$ cat src/rtl/gls_pkg.sv
package gls_pkg;

  localparam int MAX_ORDER   = 8;
  localparam int MAX_RHS     = 4;
  localparam int VALUE_WIDTH = 32;
  localparam int FRAC        = 16;

  localparam int COLS = MAX_ORDER + MAX_RHS;
  localparam int CW   = $clog2(COLS);
  localparam int RW   = (MAX_ORDER > 1) ? $clog2(MAX_ORDER) : 1;
  localparam int KW   = (MAX_RHS > 1) ? $clog2(MAX_RHS) : 1;
  localparam int NW   = $clog2(MAX_ORDER + 1);
  localparam int MW   = $clog2(MAX_RHS + 1);
  localparam int PW   = 2 * VALUE_WIDTH;
  localparam int DW   = VALUE_WIDTH + FRAC;

  // operation codes
  localparam logic [1:0] OP_WR_MAT = 2'd0;
  localparam logic [1:0] OP_WR_RHS = 2'd1;
  localparam logic [1:0] OP_SOLVE  = 2'd2;

  // register indexes
  localparam logic [1:0] REG_SIZE   = 2'd0;
  localparam logic [1:0] REG_RHS    = 2'd1;
  localparam logic [1:0] REG_THRESH = 2'd2;

  typedef logic signed [VALUE_WIDTH-1:0] val_t;
  typedef logic [COLS-1:0][VALUE_WIDTH-1:0] row_t;

  localparam val_t VMAX = {1'b0, {(VALUE_WIDTH-1){1'b1}}};
  localparam val_t VMIN = {1'b1, {(VALUE_WIDTH-1){1'b0}}};
  localparam val_t ONE  = (FRAC < VALUE_WIDTH - 1) ? val_t'(64'sd1 <<< FRAC) : VMAX;

  typedef enum logic [2:0] {
    MODE_ADD   = 3'b001,
    MODE_SUB   = 3'b010,
    MODE_SCALE = 3'b100
  } mode_t;

  typedef struct packed {
    logic                   valid;
    logic [VALUE_WIDTH-1:0] mag;
    logic [RW-1:0]          idx;
  } best_t;

  typedef struct packed {
    logic [CW-1:0] sel_col;
    logic          issue;
    mode_t         mode;
    logic [CW-1:0] wr_col;
    val_t          wr_data;
    logic          ld_own_f;
    logic          ld_ext_f;
    val_t          f_ext;
    val_t          bus;
  } ctl_t;

  function automatic logic [VALUE_WIDTH-1:0] mag_f(input val_t a);
    mag_f = a[VALUE_WIDTH-1] ? (~a + 1'b1) : a;
  endfunction

  function automatic val_t sat_prod(input logic signed [PW-1:0] p);
    logic signed [PW-1:0] t;
    t = p >>> FRAC;
    if (t > PW'(VMAX)) sat_prod = VMAX;
    else if (t < PW'(VMIN)) sat_prod = VMIN;
    else sat_prod = t[VALUE_WIDTH-1:0];
  endfunction

  function automatic val_t clip1(input logic signed [VALUE_WIDTH:0] s);
    if (s[VALUE_WIDTH] != s[VALUE_WIDTH-1]) clip1 = s[VALUE_WIDTH] ? VMIN : VMAX;
    else clip1 = s[VALUE_WIDTH-1:0];
  endfunction

  function automatic val_t add_sat(input val_t a, input val_t b);
    add_sat = clip1({a[VALUE_WIDTH-1], a} + {b[VALUE_WIDTH-1], b});
  endfunction

  function automatic val_t sub_sat(input val_t a, input val_t b);
    sub_sat = clip1({a[VALUE_WIDTH-1], a} - {b[VALUE_WIDTH-1], b});
  endfunction

  function automatic val_t neg_sat(input val_t a);
    neg_sat = (a == VMIN) ? VMAX : -a;
  endfunction

endpackage

$ cat src/rtl/gls_cell.sv
module gls_cell (
  input  logic                      clk,
  input  logic                      rst_n,
  input  gls_pkg::ctl_t             ctl,
  input  logic                      en,
  input  logic                      wr,
  input  logic                      cand,
  input  logic                      swap,
  input  gls_pkg::row_t             swap_row,
  input  logic [gls_pkg::RW-1:0]    idx,
  input  gls_pkg::best_t            best_i,
  output gls_pkg::best_t            best_o,
  output gls_pkg::val_t             val,
  output gls_pkg::row_t             row
);

  gls_pkg::row_t                   row_r;
  gls_pkg::val_t                   f_r, own_r, opnd, m, newv;
  logic                            v1_r;
  logic [gls_pkg::CW-1:0]          c1_r;
  gls_pkg::mode_t                  mode1_r;
  logic signed [gls_pkg::PW-1:0]   prod, prod_r;
  gls_pkg::best_t                  best_r, best_nxt;
  logic [gls_pkg::VALUE_WIDTH-1:0] vmag;

  assign val  = gls_pkg::val_t'(row_r[ctl.sel_col]);
  assign row  = row_r;
  assign opnd = (ctl.mode == gls_pkg::MODE_SCALE) ? val : ctl.bus;
  assign prod = f_r * opnd;
  assign m    = gls_pkg::sat_prod(prod_r);
  assign vmag = gls_pkg::mag_f(val);

  always_comb begin
    case (mode1_r)
      gls_pkg::MODE_ADD: newv = gls_pkg::add_sat(own_r, m);
      gls_pkg::MODE_SUB: newv = gls_pkg::sub_sat(own_r, m);
      default:           newv = m;
    endcase
  end

  // pivot search: keep the first strictly largest magnitude down the chain
  always_comb begin
    best_nxt = best_i;
    if (cand && (!best_i.valid || vmag > best_i.mag)) begin
      best_nxt.valid = 1'b1;
      best_nxt.mag   = vmag;
      best_nxt.idx   = idx;
    end
  end

  always_ff @(posedge clk) begin
    if (!rst_n) begin
      v1_r   <= 1'b0;
      best_r <= '0;
    end else begin
      v1_r   <= ctl.issue && en;
      best_r <= best_nxt;
    end
  end

  always_ff @(posedge clk) begin
    if (ctl.issue && en) begin
      c1_r    <= ctl.sel_col;
      mode1_r <= ctl.mode;
      prod_r  <= prod;
      own_r   <= val;
    end
    if (wr) row_r[ctl.wr_col] <= ctl.wr_data;
    else if (swap) row_r <= swap_row;
    else if (v1_r) row_r[c1_r] <= newv;
    if (ctl.ld_ext_f && en) f_r <= ctl.f_ext;
    else if (ctl.ld_own_f && en) f_r <= val;
  end

  assign best_o = best_r;

endmodule

$ cat config.mk
export PLATFORM = sky130hd
export DESIGN_NAME = gls_cell
export DESIGN_NICKNAME = d
export VERILOG_FILES = /design/src/rtl/gls_pkg.sv /design/src/rtl/gls_cell.sv
export SDC_FILE = /design/constraint.sdc
export NUM_CORES = 2
export LEC_CHECK = 0
export BUFFER_PORTS_ARGS = -buffer_cell sky130_fd_sc_hd__buf_2
export CORE_ASPECT_RATIO = 1.5
export CORE_UTILIZATION = 32
export DETAILED_ROUTE_END_ITERATION = 6
export GPL_TIMING_DRIVEN = 0
export MAX_ROUTING_LAYER = met4
export PLACE_DENSITY = 0.61
export SYNTH_ARGS = -nofsm -noshare
export SYNTH_HDL_FRONTEND = slang
export SYNTH_SLANG_ARGS = --single-unit
$ cat constraint.sdc
create_clock -name clk -period 32 [get_ports clk]
set_input_delay 3.2 -clock clk [delete_from_list [all_inputs] [get_ports clk]]
set_output_delay 3.2 -clock clk [all_outputs]
set_load 0.02 [all_outputs]
---- Yosys cells after proc, flatten, opt, wreduce, memory -nomap -nowiden ----
Cells that the tools add are included.
storage, ports and cells
  word-level logic and storage cells ...... 72
  bits in registers ....................... 556
  output and inout bits ................... 452
cells by class
  multiply operators ...................... 1
  order comparisons ....................... 8
  bitwise operators ....................... 1
  multiplexer cells ....................... 23
  $add $sub $neg .......................... 3
  reduce and logical (&&, ||, !) cells .... 10
  equality and inequality tests ........... 5
operators by type and width
  operator               count
  $mux 384               3
  $bwmux 384             2
  $mux 32                13
  $demux 32 s4           2
  $bmux 32 s4            1
  $mul 32x32->64         1
  $pmux 32 s2            1
  $gt 48x32->1 const B   1
  $lt 48x32->1 const B   1
  $mux 36                1
  $add 32x32->33         1
  $sub 32x32->33         1
  $add 32x1->32 const B  1
  $gt 32x32->1           1
  $not 32->32            1
  $lt 4x5->1 const B     3
  $ge 4x1->1 const B     2
  $logic_and 1x1->1      6
  $eq 3x1->1 const B     1
  $eq 3x2->1 const B     1
  $eq 3x3->1 const B     1
  $reduce_bool 3->1      1
  $ne 1x1->1             2
  $reduce_bool 2->1      1
  2 further kinds        2

---- Longest topological paths before layout ----
  depth after elaboration ................. 11
  gate-level depth with buffers ........... 40
  depth with buffers taken out ............ 33

---- Worst setup path after synthesis ----
No wires, ideal clock.
  kind .................................... in2reg
  from .................................... input port ctl[107] in the netlist's numbering
  to ...................................... register prod_r[50] in the netlist's numbering (data pin)
  data required time ...................... 31.736 ns
  library setup time ...................... 0.264 ns
  stages on the path ...................... 37
  setup slack ............................. 19.065 ns
  data arrival time ....................... 12.672 ns
  path buffers ............................ 7
  path through ............................ buf_2 -> clkbuf_1 -> buf_2 -> buf_2 -> clkbuf_1 -> mux4_2 -> mux2i_1 -> o22a_1 -> clkbuf_1 -> nor2_1 -> a21oi_1 -> clkbuf_1 -> inv_1 -> fa_1 -> inv_1 -> fa_1 -> fa_1 -> fa_1 -> inv_1 -> fa_1 -> fa_1 -> fa_1 -> inv_1 -> fa_1 -> inv_1 -> ha_1 -> a21o_1 -> a21o_1 -> a21oi_1 -> o21ai_0 -> or3_1 -> a221o_1 -> o21ai_0 -> nand2b_1 -> a31o_2 -> a221oi_1 -> xnor2_1
between the ends
  cells in the longest elaborated chain, start to end .. 4
RTL lines
  what                           RTL line        text
  start: declaration             gls_cell.sv:4   input gls_pkg::ctl_t ctl,
  $bmux 32 s4                    gls_cell.sv:26  assign val = gls_pkg::val_t'(row_r[ctl.sel_col]);
  $mux 32 (not written as such)  gls_cell.sv:26
  $mux 32                        gls_cell.sv:28  assign opnd = (ctl.mode == gls_pkg::MODE_SCALE) ? val : ctl.bus;
  $mul 32x32->64                 gls_cell.sv:29  assign prod = f_r * opnd;
  net prod, one bit              gls_cell.sv:22  logic signed [gls_pkg::PW-1:0] prod, prod_r;
  end signal: assignment         gls_cell.sv:65  prod_r <= prod;
  end: declaration               gls_cell.sv:22
The timed path passes the listed nets, and every way through them passes these cells. The select of a mux whose other input is x is not followed.
A chain may end at the register's enable or synchronous reset.

---- Final worst setup path ----
  from .................................... input port ctl[107] in the netlist's numbering
  to ...................................... register prod_r[58] in the netlist's numbering (data pin)
The elaborated chain is that of the path after synthesis.

==> results.md <==
* Status: finished, violations left
* Failing checks: max-capacitance violations, max-slew violations
* Crit share post-route at between 50% and 60%
* CTS Hold Bufs at 0
* Post-synth EDFFs at just over 500
* Max incr delay on CP at 1.33 ns
* Clk sinks at 540
* Worst Reg-to-Reg Cells at 29
* Worst slew pin tran at 1.61 ns
* Post-synth ARST share at 0%
* Root Driver: clkbuf_16
* I/O pin total at 991
* Final RePlAce weighted congestion at between 1 and 1.5
* Worst Skew at ~0.060 ns
* CTS Buf Count at 70
* First-pass GRT wire length at 616000 um
* Unique masters post-synth at 92
* Number of setup buffers added after CTS at 0
* Routed len/inst at 42.5 um
* Die height at 571 um
* Crit path max fanout at 10
* Synth Register Bits at between 500 and 600
* Max-cap violations at 4
* F_max at 55.2 MHz
* Ys flop type: edfxtp_1
* Hold Crit Class: reg -> reg
* Layout area overhead at 18.3%
* WP depth at 34
* Final ANT Viol Nets at 0
* Worst skew pair latency at slightly above 0.7 ns
* GRT Overall Usage at 44.3%
* DRT Pass-1 Iters at 6
* Count of input and output buffers at between 900 and 1000
* Cell family with most CP delay: buffers and inverters
* DRC at 0
* Startpoint Class: primary input
* Setup CP Type: in -> reg
* Die W at around 380 um
* R2R Setup Slk at 18.77 ns
* Critical Path Slowest Stage Cell: a2111oi_1
* Synth Area in Simple Gates at roughly 13%
* Resize count post-CTS at 0
* Warnings from Yosys at 0
* Core footprint at 214000 um2
* # setup viols final at 0
* Rel. slew slack at -7.43%
* Initial DRC count at 7334
* Final Hold Viols at 0
* Synth Instances at roughly 7000
* Detailed Route WL at 472000 um
* # rows at approximately 210
* FF-to-FF Start: row[266]
* Mapped Area at roughly 70000 um2
* Setup TNS at 0 ns
* Commonest non-fill, non-tap cell in the layout: inv_1
* DIE AREA at roughly 220000 um2
* Detailed placement HPWL at 401000 um
* Initial antenna violation count at roughly 150
* H-tree depth at 3
* Critical Path RT at ~32 ns
* Critical path origin: ctl[107]
* Mux share of post-synthesis cell area at 4.20%
* Pins Over Slew Limit at 28
* Post-synthesis xor/xnor area fraction at 1.82%
* Critical Path Sink: prod_r[58]
* Crit path DAT at 18.59 ns
* Routed via count at 63961
* Final net count at 9940
* Most frequent CP cell: fa_1
* Minimum clock period at ~18 ns
* Complex-gate fraction of the synthesized area at around 13%
* RSZ-0062 raised after global routing: false
* Starting Density at 32.2%
* Largest net degree at the start of global routing at 54
* Layout cells sized above 1 at 17.3%
* Via density per instance at a little under 6
* Syn avg cell area at 9.97 um2
* Vias in the first global route at roughly 66000
* Most frequent cells in the layout: inv_1 (1087), fa_1 (1082), buf_2 (1010)
* Post-synthesis sequential area ratio at a little under a quarter
* Worst r2r dst: prod_r[58]
* CP endpoint kind: flip-flop
* Main combinational cell family by area after synthesis: adder cells
* CP Buf/Inv Count at 12
* Post-Synth Adder-Cell Area at a little over a third
* TritonCTS clock tree: built
* Max Root-Sink Buffers at 3
* Grt ovf at 0
* Clock slew at reported path FFs at 0.07 ns
* Synth Net Count at approximately 8800
==> area by class of cell <==
cell class	instances	area, um2
timing repair buffer	1045	6040
multi-input combinational	4797	47300
clock inverter	46	504
buffer	499	2050
sequential	540	15800
inverter	1088	4080
tap	2835	3550
clock buffer	83	1800
fill	21971	133000
antenna	167	418
==> layer usage <==
metal | part of all wire [%] | wire [um] | GRT usage [%]
met5 | 0 | 0 | -
met4 | 12 | 54500 | 41.4
met3 | 10 | 47500 | 13.7
met2 | 47 | 220000 | 69.2
met1 | 32 | 150000 | 43.9
==> cells by family (layout without fill, tap and decap cells) <==
kind of cell,count (synthesis),after routing
simple gates,1825,1825
buf+inv,1587,2761
fa+ha+maj,1363,1363
compound gates,1282,1282
flops,540,540
mux,184,184
xor+xnor,143,143
other cells,0,167
==> worst min-delay path by stage <==
| stage | startpoint | cells past startpoint | to |
|---|---|---|---|
| 6_report | prod_r[21] | 4 | row[5] |
| 5_1_grt | prod_r[25] | 4 | row[9] |
| 4_1_cts | prod_r[21] | 4 | row[5] |
| 3_5_place_dp | prod_r[21] | 4 | row[5] |
| 3_3_place_gp | prod_r[21] | 4 | row[5] |
| 2_1_floorplan | prod_r[31] | 4 | row[15] |
==> sequential cells by signal, indices dropped and copies added, names as in the netlist <==
| register | flops |
|---|---|
| own_r | 32 |
| c1_r | 4 |
| mode1_r | 3 |
| v1_r | 1 |
| f_r | 32 |
| prod_r | 48 |
| row | 384 |
| best_o | 36 |
==> cell usage after synthesis, types with 67 or more instances <==
cell | instances | area, um2
a21o_1 | 67 | 503
a21oi_1 | 251 | 1260
a221o_1 | 138 | 1380
a22oi_1 | 200 | 1500
and2_1 | 333 | 2080
clkbuf_1 | 445 | 1670
edfxtp_1 | 503 | 15100
fa_1 | 1083 | 21700
ha_1 | 277 | 3470
inv_1 | 1087 | 4080
mux2i_1 | 80 | 801
mux4_2 | 82 | 1850
nand2_1 | 700 | 2630
nor2_1 | 311 | 1170
nor2b_1 | 247 | 1550
o21ai_0 | 289 | 1450
xnor2_1 | 114 | 998
==> per-stage QoR <==
stage               util [%]  cells  hold WS, ns  setup slack [ns]  area, um2
finish                  38.1  11100        0.947             13.88      81600
global route            38.1  11076         1.04             13.90      81600
CTS                     37.9  10931        0.950             14.28      81200
detailed placement      36.8  10802        0.949             13.58      78900
global placement        36.2  10746        0.923             12.33      77500
floorplan                  -   6924        0.762             19.06      69000
==> worst reg2reg max path, delay by kind of cell, from the launching register on <==
kind,cells,cell delay [ns]
adder cells (fa/ha/maj),9,4.91
flip-flops,1,0.60
buffers and inverters,7,2.20
multiplexers,2,0.38
AND/OR/NAND/NOR,4,0.80
AO/OA/AOI/OAI,7,4.09
Power is left out: the tool's default activity adds up to more than one toggle a clock period on the data nets, which glitch-free logic cannot reach.
