### src/rtl/gls_pkg.sv
package gls_pkg;

  localparam int MAX_ORDER   = 8;
  localparam int MAX_RHS     = 4;
  localparam int VALUE_WIDTH = 32;
  localparam int FRAC        = 16;

  localparam int COLS = MAX_ORDER + MAX_RHS;
  localparam int CW   = $clog2(COLS);
  localparam int RW   = (MAX_ORDER > 1) ? $clog2(MAX_ORDER) : 1;
  localparam int KW   = (MAX_RHS > 1) ? $clog2(MAX_RHS) : 1;
  localparam int NW   = $clog2(MAX_ORDER + 1);
  localparam int MW   = $clog2(MAX_RHS + 1);
  localparam int PW   = 2 * VALUE_WIDTH;
  localparam int DW   = VALUE_WIDTH + FRAC;

  // operation codes
  localparam logic [1:0] OP_WR_MAT = 2'd0;
  localparam logic [1:0] OP_WR_RHS = 2'd1;
  localparam logic [1:0] OP_SOLVE  = 2'd2;

  // register indexes
  localparam logic [1:0] REG_SIZE   = 2'd0;
  localparam logic [1:0] REG_RHS    = 2'd1;
  localparam logic [1:0] REG_THRESH = 2'd2;

  typedef logic signed [VALUE_WIDTH-1:0] val_t;
  typedef logic [COLS-1:0][VALUE_WIDTH-1:0] row_t;

  localparam val_t VMAX = {1'b0, {(VALUE_WIDTH-1){1'b1}}};
  localparam val_t VMIN = {1'b1, {(VALUE_WIDTH-1){1'b0}}};
  localparam val_t ONE  = (FRAC < VALUE_WIDTH - 1) ? val_t'(64'sd1 <<< FRAC) : VMAX;

  typedef enum logic [2:0] {
    MODE_ADD   = 3'b001,
    MODE_SUB   = 3'b010,
    MODE_SCALE = 3'b100
  } mode_t;

  typedef struct packed {
    logic                   valid;
    logic [VALUE_WIDTH-1:0] mag;
    logic [RW-1:0]          idx;
  } best_t;

  typedef struct packed {
    logic [CW-1:0] sel_col;
    logic          issue;
    mode_t         mode;
    logic [CW-1:0] wr_col;
    val_t          wr_data;
    logic          ld_own_f;
    logic          ld_ext_f;
    val_t          f_ext;
    val_t          bus;
  } ctl_t;

  function automatic logic [VALUE_WIDTH-1:0] mag_f(input val_t a);
    mag_f = a[VALUE_WIDTH-1] ? (~a + 1'b1) : a;
  endfunction

  function automatic val_t sat_prod(input logic signed [PW-1:0] p);
    logic signed [PW-1:0] t;
    t = p >>> FRAC;
    if (t > PW'(VMAX)) sat_prod = VMAX;
    else if (t < PW'(VMIN)) sat_prod = VMIN;
    else sat_prod = t[VALUE_WIDTH-1:0];
  endfunction

  function automatic val_t clip1(input logic signed [VALUE_WIDTH:0] s);
    if (s[VALUE_WIDTH] != s[VALUE_WIDTH-1]) clip1 = s[VALUE_WIDTH] ? VMIN : VMAX;
    else clip1 = s[VALUE_WIDTH-1:0];
  endfunction

  function automatic val_t add_sat(input val_t a, input val_t b);
    add_sat = clip1({a[VALUE_WIDTH-1], a} + {b[VALUE_WIDTH-1], b});
  endfunction

  function automatic val_t sub_sat(input val_t a, input val_t b);
    sub_sat = clip1({a[VALUE_WIDTH-1], a} - {b[VALUE_WIDTH-1], b});
  endfunction

  function automatic val_t neg_sat(input val_t a);
    neg_sat = (a == VMIN) ? VMAX : -a;
  endfunction

endpackage

### src/rtl/gls_div.sv
module gls_div (
  input  logic              clk,
  input  logic              rst_n,
  input  logic              start,
  input  gls_pkg::val_t     num,
  input  gls_pkg::val_t     den,
  output logic              done,
  output gls_pkg::val_t     q
);

  localparam int DW = gls_pkg::DW;
  localparam int VW = gls_pkg::VALUE_WIDTH;
  localparam int SW = $clog2(DW + 1);

  logic          busy_r, done_r, neg_r;
  logic [SW-1:0] cnt_r;
  logic [DW-1:0] dvd_r, quo_r;
  logic [VW-1:0] rem_r, ub_r;
  logic [VW:0]   rs;
  logic          fit;

  assign rs  = {rem_r, dvd_r[DW-1]};
  assign fit = rs >= {1'b0, ub_r};

  always_ff @(posedge clk) begin
    if (!rst_n) begin
      busy_r <= 1'b0;
      done_r <= 1'b0;
    end else begin
      done_r <= busy_r && (cnt_r == SW'(1));
      if (start) busy_r <= 1'b1;
      else if (busy_r && (cnt_r == SW'(1))) busy_r <= 1'b0;
    end
  end

  always_ff @(posedge clk) begin
    if (start) begin
      dvd_r <= {gls_pkg::mag_f(num), {gls_pkg::FRAC{1'b0}}};
      ub_r  <= gls_pkg::mag_f(den);
      rem_r <= '0;
      quo_r <= '0;
      neg_r <= num[VW-1] ^ den[VW-1];
      cnt_r <= SW'(DW);
    end else if (busy_r) begin
      // one quotient bit per cycle, restoring
      rem_r <= fit ? VW'(rs - {1'b0, ub_r}) : rs[VW-1:0];
      quo_r <= {quo_r[DW-2:0], fit};
      dvd_r <= {dvd_r[DW-2:0], 1'b0};
      cnt_r <= cnt_r - 1'b1;
    end
  end

  always_comb begin
    if (neg_r) begin
      if (quo_r >= DW'(gls_pkg::VMAX) + 1'b1) q = gls_pkg::VMIN;
      else q = -gls_pkg::val_t'(quo_r[VW-1:0]);
    end else begin
      if (quo_r > DW'(gls_pkg::VMAX)) q = gls_pkg::VMAX;
      else q = gls_pkg::val_t'(quo_r[VW-1:0]);
    end
  end

  assign done = done_r;

endmodule

### config.mk
export PLATFORM = sky130hd
export DESIGN_NAME = gls_div
export DESIGN_NICKNAME = d
export VERILOG_FILES = /design/src/rtl/gls_pkg.sv /design/src/rtl/gls_div.sv
export SDC_FILE = /design/constraint.sdc
export NUM_CORES = 1
export LEC_CHECK = 0
export CELL_PAD_IN_SITES_DETAIL_PLACEMENT = 1
export CELL_PAD_IN_SITES_GLOBAL_PLACEMENT = 2
export CORE_ASPECT_RATIO = 2
export CORE_UTILIZATION = 35
export DETAILED_ROUTE_END_ITERATION = 7
export DONT_BUFFER_PORTS = 1
export PLACE_DENSITY = 0.82
export SLEW_MARGIN = 20
export SYNTH_ARGS = -nofsm -noshare
export SYNTH_HDL_FRONTEND = slang
export SYNTH_SLANG_ARGS = --single-unit
export TNS_END_PERCENT = 100
### constraint.sdc
create_clock -name clk -period 2.6 [get_ports clk]
set_input_delay 0.13 -clock clk [delete_from_list [all_inputs] [get_ports clk]]
set_output_delay 0.13 -clock clk [all_outputs]
set_load 0.01 [all_outputs]
After elaboration in Yosys (flattened, before gate mapping). Index checks and enable logic that the tools add are counted.

Register bits after elaboration: 153. Memories kept: 0. ROM bits: 0. Bits in latches: 0. Memory bits (writable): 0. Output and inout port bits: 33. Input port bits: 67. Word-level logic and storage cells: 34.

Add/sub/neg operators: 5. Mux-type cells: 10. Magnitude comparators: 3. Divide/modulo/power cells: 0. Equality and inequality tests: 1. Bitwise operators: 3. $mul: 0. Shift operators: 0. Reduce and logical (&&, ||, !) cells: 3.

Operators by type and width (count): $mux 32 (5); $mux 48 (2); $add 32x1->32 const B (2); $not 32->32 (2); $ge 48x32->1 const B (1); $gt 48x31->1 const B (1); $ge 33x32->1 (1); $neg 32->32 (1); $sub 32x32->32 (1); $mux 31 (1); $eq 6x1->1 const B (1); $sub 6x1->6 const B (1); $reduce_bool 2->1 (2); $mux 1 (2); $logic_and 1x1->1 (1); $xor 1x1->1 (1).

Longest topological paths before layout.
Depth in word-level cells: 4. Gate-level depth with buffers: 12. Gate-level depth less buffers: 11.

Worst setup path after synthesis. No wires, ideal clock.

Path type: reg2reg. From: register ub_r[8]. To: register rem_r[0]. Cell stages (with the launch flop): 11. Period minus slack after synthesis: 2900 ps. Data arrival time: 2815 ps. Slack: -300 ps. Cells stage by stage: edfxtp_1 inv_1 ha_1 a211o_1 a21o_1 a31oi_2 nand3_2 a311o_1 a2111oi_4 mux2_2 a211oi_1.

Word-level cells in the longest chain between the ends: 2.

Ends and longest elaborated chain: start, declared (line gls_div.sv:18) `logic [VW-1:0] rem_r, ub_r;`; start signal, assigned (line gls_div.sv:39) `ub_r <= gls_pkg::mag_f(den);`; $ge 33x32->1 (line gls_div.sv:23) `assign fit = rs >= {1'b0, ub_r};`; $mux 32 (line gls_div.sv:46) `rem_r <= fit ? VW'(rs - {1'b0, ub_r}) : rs[VW-1:0];`; end signal, assigned (line gls_div.sv:46); end, declared (line gls_div.sv:18).

Every way passes these cells. A chain may end at the register's enable or synchronous reset.

Worst setup path in the final report.
From: register ub_r[12]. To: register rem_r[30].

Word-level cells in the longest chain between the ends: 2. Elaborated cells between the ends (all ways): 3.

Ends and longest elaborated chain (line): $sub 32x32->32 / $ge 33x32->1 (equally long branches) (gls_div.sv:46, gls_div.sv:23); $mux 32 (*) (gls_div.sv:46).

Every way passes the cells marked *; elsewhere a longest branch is shown, timed or not.

==> implementation parameters <==
Parameter                              Value

Worst setup path
  Worst flop-to-flop path endpoint ... rem_r[30]
  Crit path largest cell delay ... 0.41 ns
  Critical Path Sink Type ... flip-flop
  Series of cell instances along the critical path ... inv_2 -> ha_4 -> a211o_1 -> a21o_1 -> a31oi_4 -> nand3_2 -> a311o_1 -> a2111oi_4 -> buf_6 -> buf_6 -> buf_8 -> a32oi_1 -> o21ai_1
  Startpoint of the worst register-to-register path ... ub_r[12]
  Worst path required time ... 2.95 ns
  Most repeated library cell on the critical path ... sky130_fd_sc_hd__buf_6
  Arrival time of data at the critical path endpoint ... 3.45 ns
  Crit-path max FO ... 6
  Number of cells on the worst reg-to-reg path ... 13
  Critical path origin ... ub_r[12]
  Slowest cell on the critical path ... sky130_fd_sc_hd__a2111oi_4
  Kind of start point of the critical path ... flip-flop
  Kind of critical path ... reg2reg
  Critical path endpoint ... rem_r[30]
  FF-to-FF setup slack ... -0.49 ns

GRT
  Met2 routing resource usage after global routing ... 0.5519
  Routing usage on met1 ... 0.2459
  Wire length of the first global-routing pass ... 60.69 mm
  Most utilized layer in the global route result ... met2
  Total grt overflow ... 0
  Maximum number of pins on one net before global-route repair ... 117
  Tot GR Track Use ... 0.2799
  Via count of the first global-routing pass ... 11330
  Initial antenna violation count ... 0
  Met3 Usage GRT ... 0.05398

Pwr
  Maximum resistive drop on vdd ... 0.0005093 V
  Switching power of the nets ... 2.342 mW
  Part of the total power dissipated in combinational logic ... 0.287
  Clk network pwr share ... 0.336
  Net switching share of the total power ... 0.3189
  Power Density ... 498.2 nW/um^2
  Internal Power ... 5.003 mW
  Static Leakage ... 6.145 nW
  Sequential power share ... 0.377
  Total Power ... 7.345 mW

Logic synthesis
  Synth Net Count ... 1221
  Ranking of synthesized cells by area ... sky130_fd_sc_hd__edfxtp_1 20%, sky130_fd_sc_hd__dfxtp_1 18%, sky130_fd_sc_hd__mux2i_1 6.7%, sky130_fd_sc_hd__nor2_1 5.8%, sky130_fd_sc_hd__ha_1 4.8%
  Synthesized area per cell ... 8.696 um^2
  Post-synthesis share of cell area spent on xor and xnor gates ... 0.08032
  Simple-gate share of the synthesized area ... 0.1723
  Fraction of synthesized cell area taken by the top area cell type ... 0.2011
  Flip-flop and latch count after synthesis ... 153
  Main flop type after synthesis ... sky130_fd_sc_hd__dfxtp_1
  Number of enable flip-flop cells after synthesis ... 65
  Arithmetic-cell share of the synthesized area counting full adders, half adders and majority gates ... 0.04977
  Top cell types by occurrence after synthesis ... 150 x sky130_fd_sc_hd__nor2_1, 88 x sky130_fd_sc_hd__dfxtp_1, 85 x sky130_fd_sc_hd__nand2_1, 77 x sky130_fd_sc_hd__a21oi_1
  Main combinational cell family by area after synthesis ... compound AO/OA/AOI/OAI gates
  Library cell with the highest instance count after synthesis ... sky130_fd_sc_hd__nor2_1
  Fraction of synthesis flops using an asynchronous set or reset pin ... 0
  Leading area contributor after synthesis ... sky130_fd_sc_hd__edfxtp_1
  Synth cell types ... 64
  Number of instances in the synthesized netlist ... 1116
  Post-synthesis mux area share ... 0.06937
  Syn. warnings ... 0
  Area of the mapped netlist ... 9704 um^2
  Compound-cell area share of the yosys netlist ... 0.1978
  Seq/Total Area, Yosys ... 0.3827

Clock tree
  Worst-path clk slew ... 0.07 ns
  Clock network latency to the later pin of the worst-skew pair ... 0.46 ns
  Clk buf depth ... 2
  CTS tree ... done
  Number of clock buffers inserted by TritonCTS ... 17
  CTS root buf ... sky130_fd_sc_hd__clkbuf_16
  Number of sinks handled by clock tree synthesis ... 153
  Number of H-tree levels ... 4

Finish
  Post-route insts no fill ... 1762
  Filler cell count in the final layout ... 2993
  Final-stage net count ... 1506
  Share of cells above drive strength 1 ... 0.2935
  Cell area after layout ... 14740 um^2
  Synth-to-Final Area Change ... 51.93%
  Fraction of the core area covered by cells at the end of the flow ... 0.5437
  Diodes inserted ... 0

Floorplanning
  Full die area ... 28440 um^2
  Chip width ... 119.7 um
  Die extent in y ... 237.5 um
  Placeable Area ... 27120 um^2
  Count of boundary I/O pins ... 100
  Total number of placement rows ... 85
  Initial cell density of the core ... 0.3578

STA
  Number of slew-limit violations in the final report ... 0
  Total of endpoints with negative setup slack in the final report ... 61
  Max-Slew Margin vs Limit ... 0.2762
  Endpoints failing hold ... 2
  Post-layout worst setup margin ... -0.4933 ns
  Setup skew after layout ... 0.01205 ns
  Actual transition at the worst max-transition pin ... 1.082 ns
  Worst hold slack after final layout ... -0.004325 ns
  Unrepaired setup endpoints after global routing ... yes
  Period utilization ... 1.190
  Post-layout min period ... 3.093 ns
  Highest clock frequency the design can meet ... 323.3 MHz

Placement
  Total of buffers placed on input and output ports ... 0
  Worst setup timing slack at the placement stage ... -0.5087 ns
  Cell Area, Placed ... 11150 um^2
  Detailed-placement wirelength estimate ... 22.85 mm
  Cell Count Post-Placement ... 1559
  Final estimated routing congestion in global placement ... 0.8805

Worst hold path
  Hold crit path type ... in2reg

Routing
  Number of search-and-repair iterations in the first detailed-routing pass ... 4
  Vias per std cell ... 5.859
  Remaining number of nets flagged by the antenna check after routing ... 0
  Vias ... 10320
  WL final ... 43.51 mm
  Wire per inst ... 24.70 um
  DRC Markers ... 0
  Iteration-0 DRC Markers ... 494

Status
  Run status ... finished, violations left
  Failing checks ... hold timing, setup timing

Flow run
  Maximum Capacitance Violations ... 0
## critical path: cells and delay by family (launching register included)
family / cells / cell delay (ns)
simple gates: 1 / 0.10
fa+ha+maj: 1 / 0.21
flops: 1 / 0.38
compound gates: 7 / 1.75
buf+inv: 4 / 0.55
## state kept, by name, indices dropped and copies added (netlist names)
| name | count |
|---|---|
| quo_r | 48 |
| dvd_r | 32 |
| rem_r | 32 |
| ub_r | 32 |
| cnt_r | 6 |
| busy_r | 1 |
| done | 1 |
| neg_r | 1 |
## final cells by class
class	count	area (um^2)	area share
inverter	60	234.0	0.01587
clock buffer	20	479.2	0.03250
sequential	153	3739	0.2536
multi-input combinational	843	6724	0.4560
timing repair buffer	326	3048	0.2067
clock inverter	12	85.08	0.005771
tap	348	435.4	0.02953
## worst min path at each step
stage / slack (ns) / depth (start not counted) / from / end
floorplan: 0.23 / 0 / den[0] / ub_r[0]
detailed placement: 0.23 / 1 / start / rem_r[0]
global placement: 0.22 / 1 / start / rem_r[0]
CTS: 0.0003 / 2 / den[11] / ub_r[12]
finish: -0.004 / 2 / num[29] / dvd_r[45]
global route: 0.003 / 2 / den[11] / ub_r[12]
## per-layer routing
layer,part of all wire,vias up,wire (um)
met5,0,-,0
met4,0.068,0,2970
met3,0.048,189,2071
met2,0.55,380,23920
met1,0.33,5123,14550
li1,-,4632,-
## power by group through the flow
| stage | Combinational (mW) | Sequential, mW | Clock [mW] |
|---|---|---|---|
| final | 2.11 | 2.77 | 2.47 |
| after global routing | 2.24 | 2.78 | 2.58 |
| after CTS | 1.89 | 2.76 | 2.48 |
| after detailed placement | 1.48 | 2.81 | 0 |
| after global placement | 1.44 | 2.81 | 0 |
| after floorplan | 0.966 | 2.79 | 0 |
## per-stage QoR
stage / setup TNS, ns / hold slack [ns]
finish: -17.16 / -0.004325
global route: -21.42 / 0.002773
CTS: -8.338 / 0.0002686
detailed placement: -12.15 / 0.2279
global placement: -9.373 / 0.2189
floorplan: -7.375 / 0.2289
## cell families (layout without fill, tap and decap cells)
logic type / after synthesis / in the layout
fa+ha+maj: 38 / 38
buf+inv: 120 / 418
mux: 67 / 67
xor+xnor: 89 / 89
simple gates: 364 / 364
compound gates: 285 / 285
flops: 153 / 153
## cells in the final DEF (no fill, tap or decap), drive strengths merged, types with 8 or more instances in the layout
cell         count
ha              37
buf            206
nor2           150
mux2i           65
nor4            16
a21oi           77
xnor2           49
or3             19
dlygate4sd3    119
inv             63
a31oi           13
a211oi          25
o41ai            9
nand3           20
o311ai          20
dfxtp           88
xor2            40
edfxtp          65
clkbuf          21
o31ai           25
o21ai           53
a21o            15
nand2           85
nor3            27
clkinv           8
## repair_timing
item | CTS | global route
gates resized for setup | 163 | 139
pin swaps | 52 | 65
endpoints found under the hold margin | 172 | 0
setup buffers | 31 | 20
gates cloned | 7 | 1
endpoints found under the setup margin | 61 | 61
hold buffers | 120 | 0
Note: power is estimated with default switching activity, not from simulation.
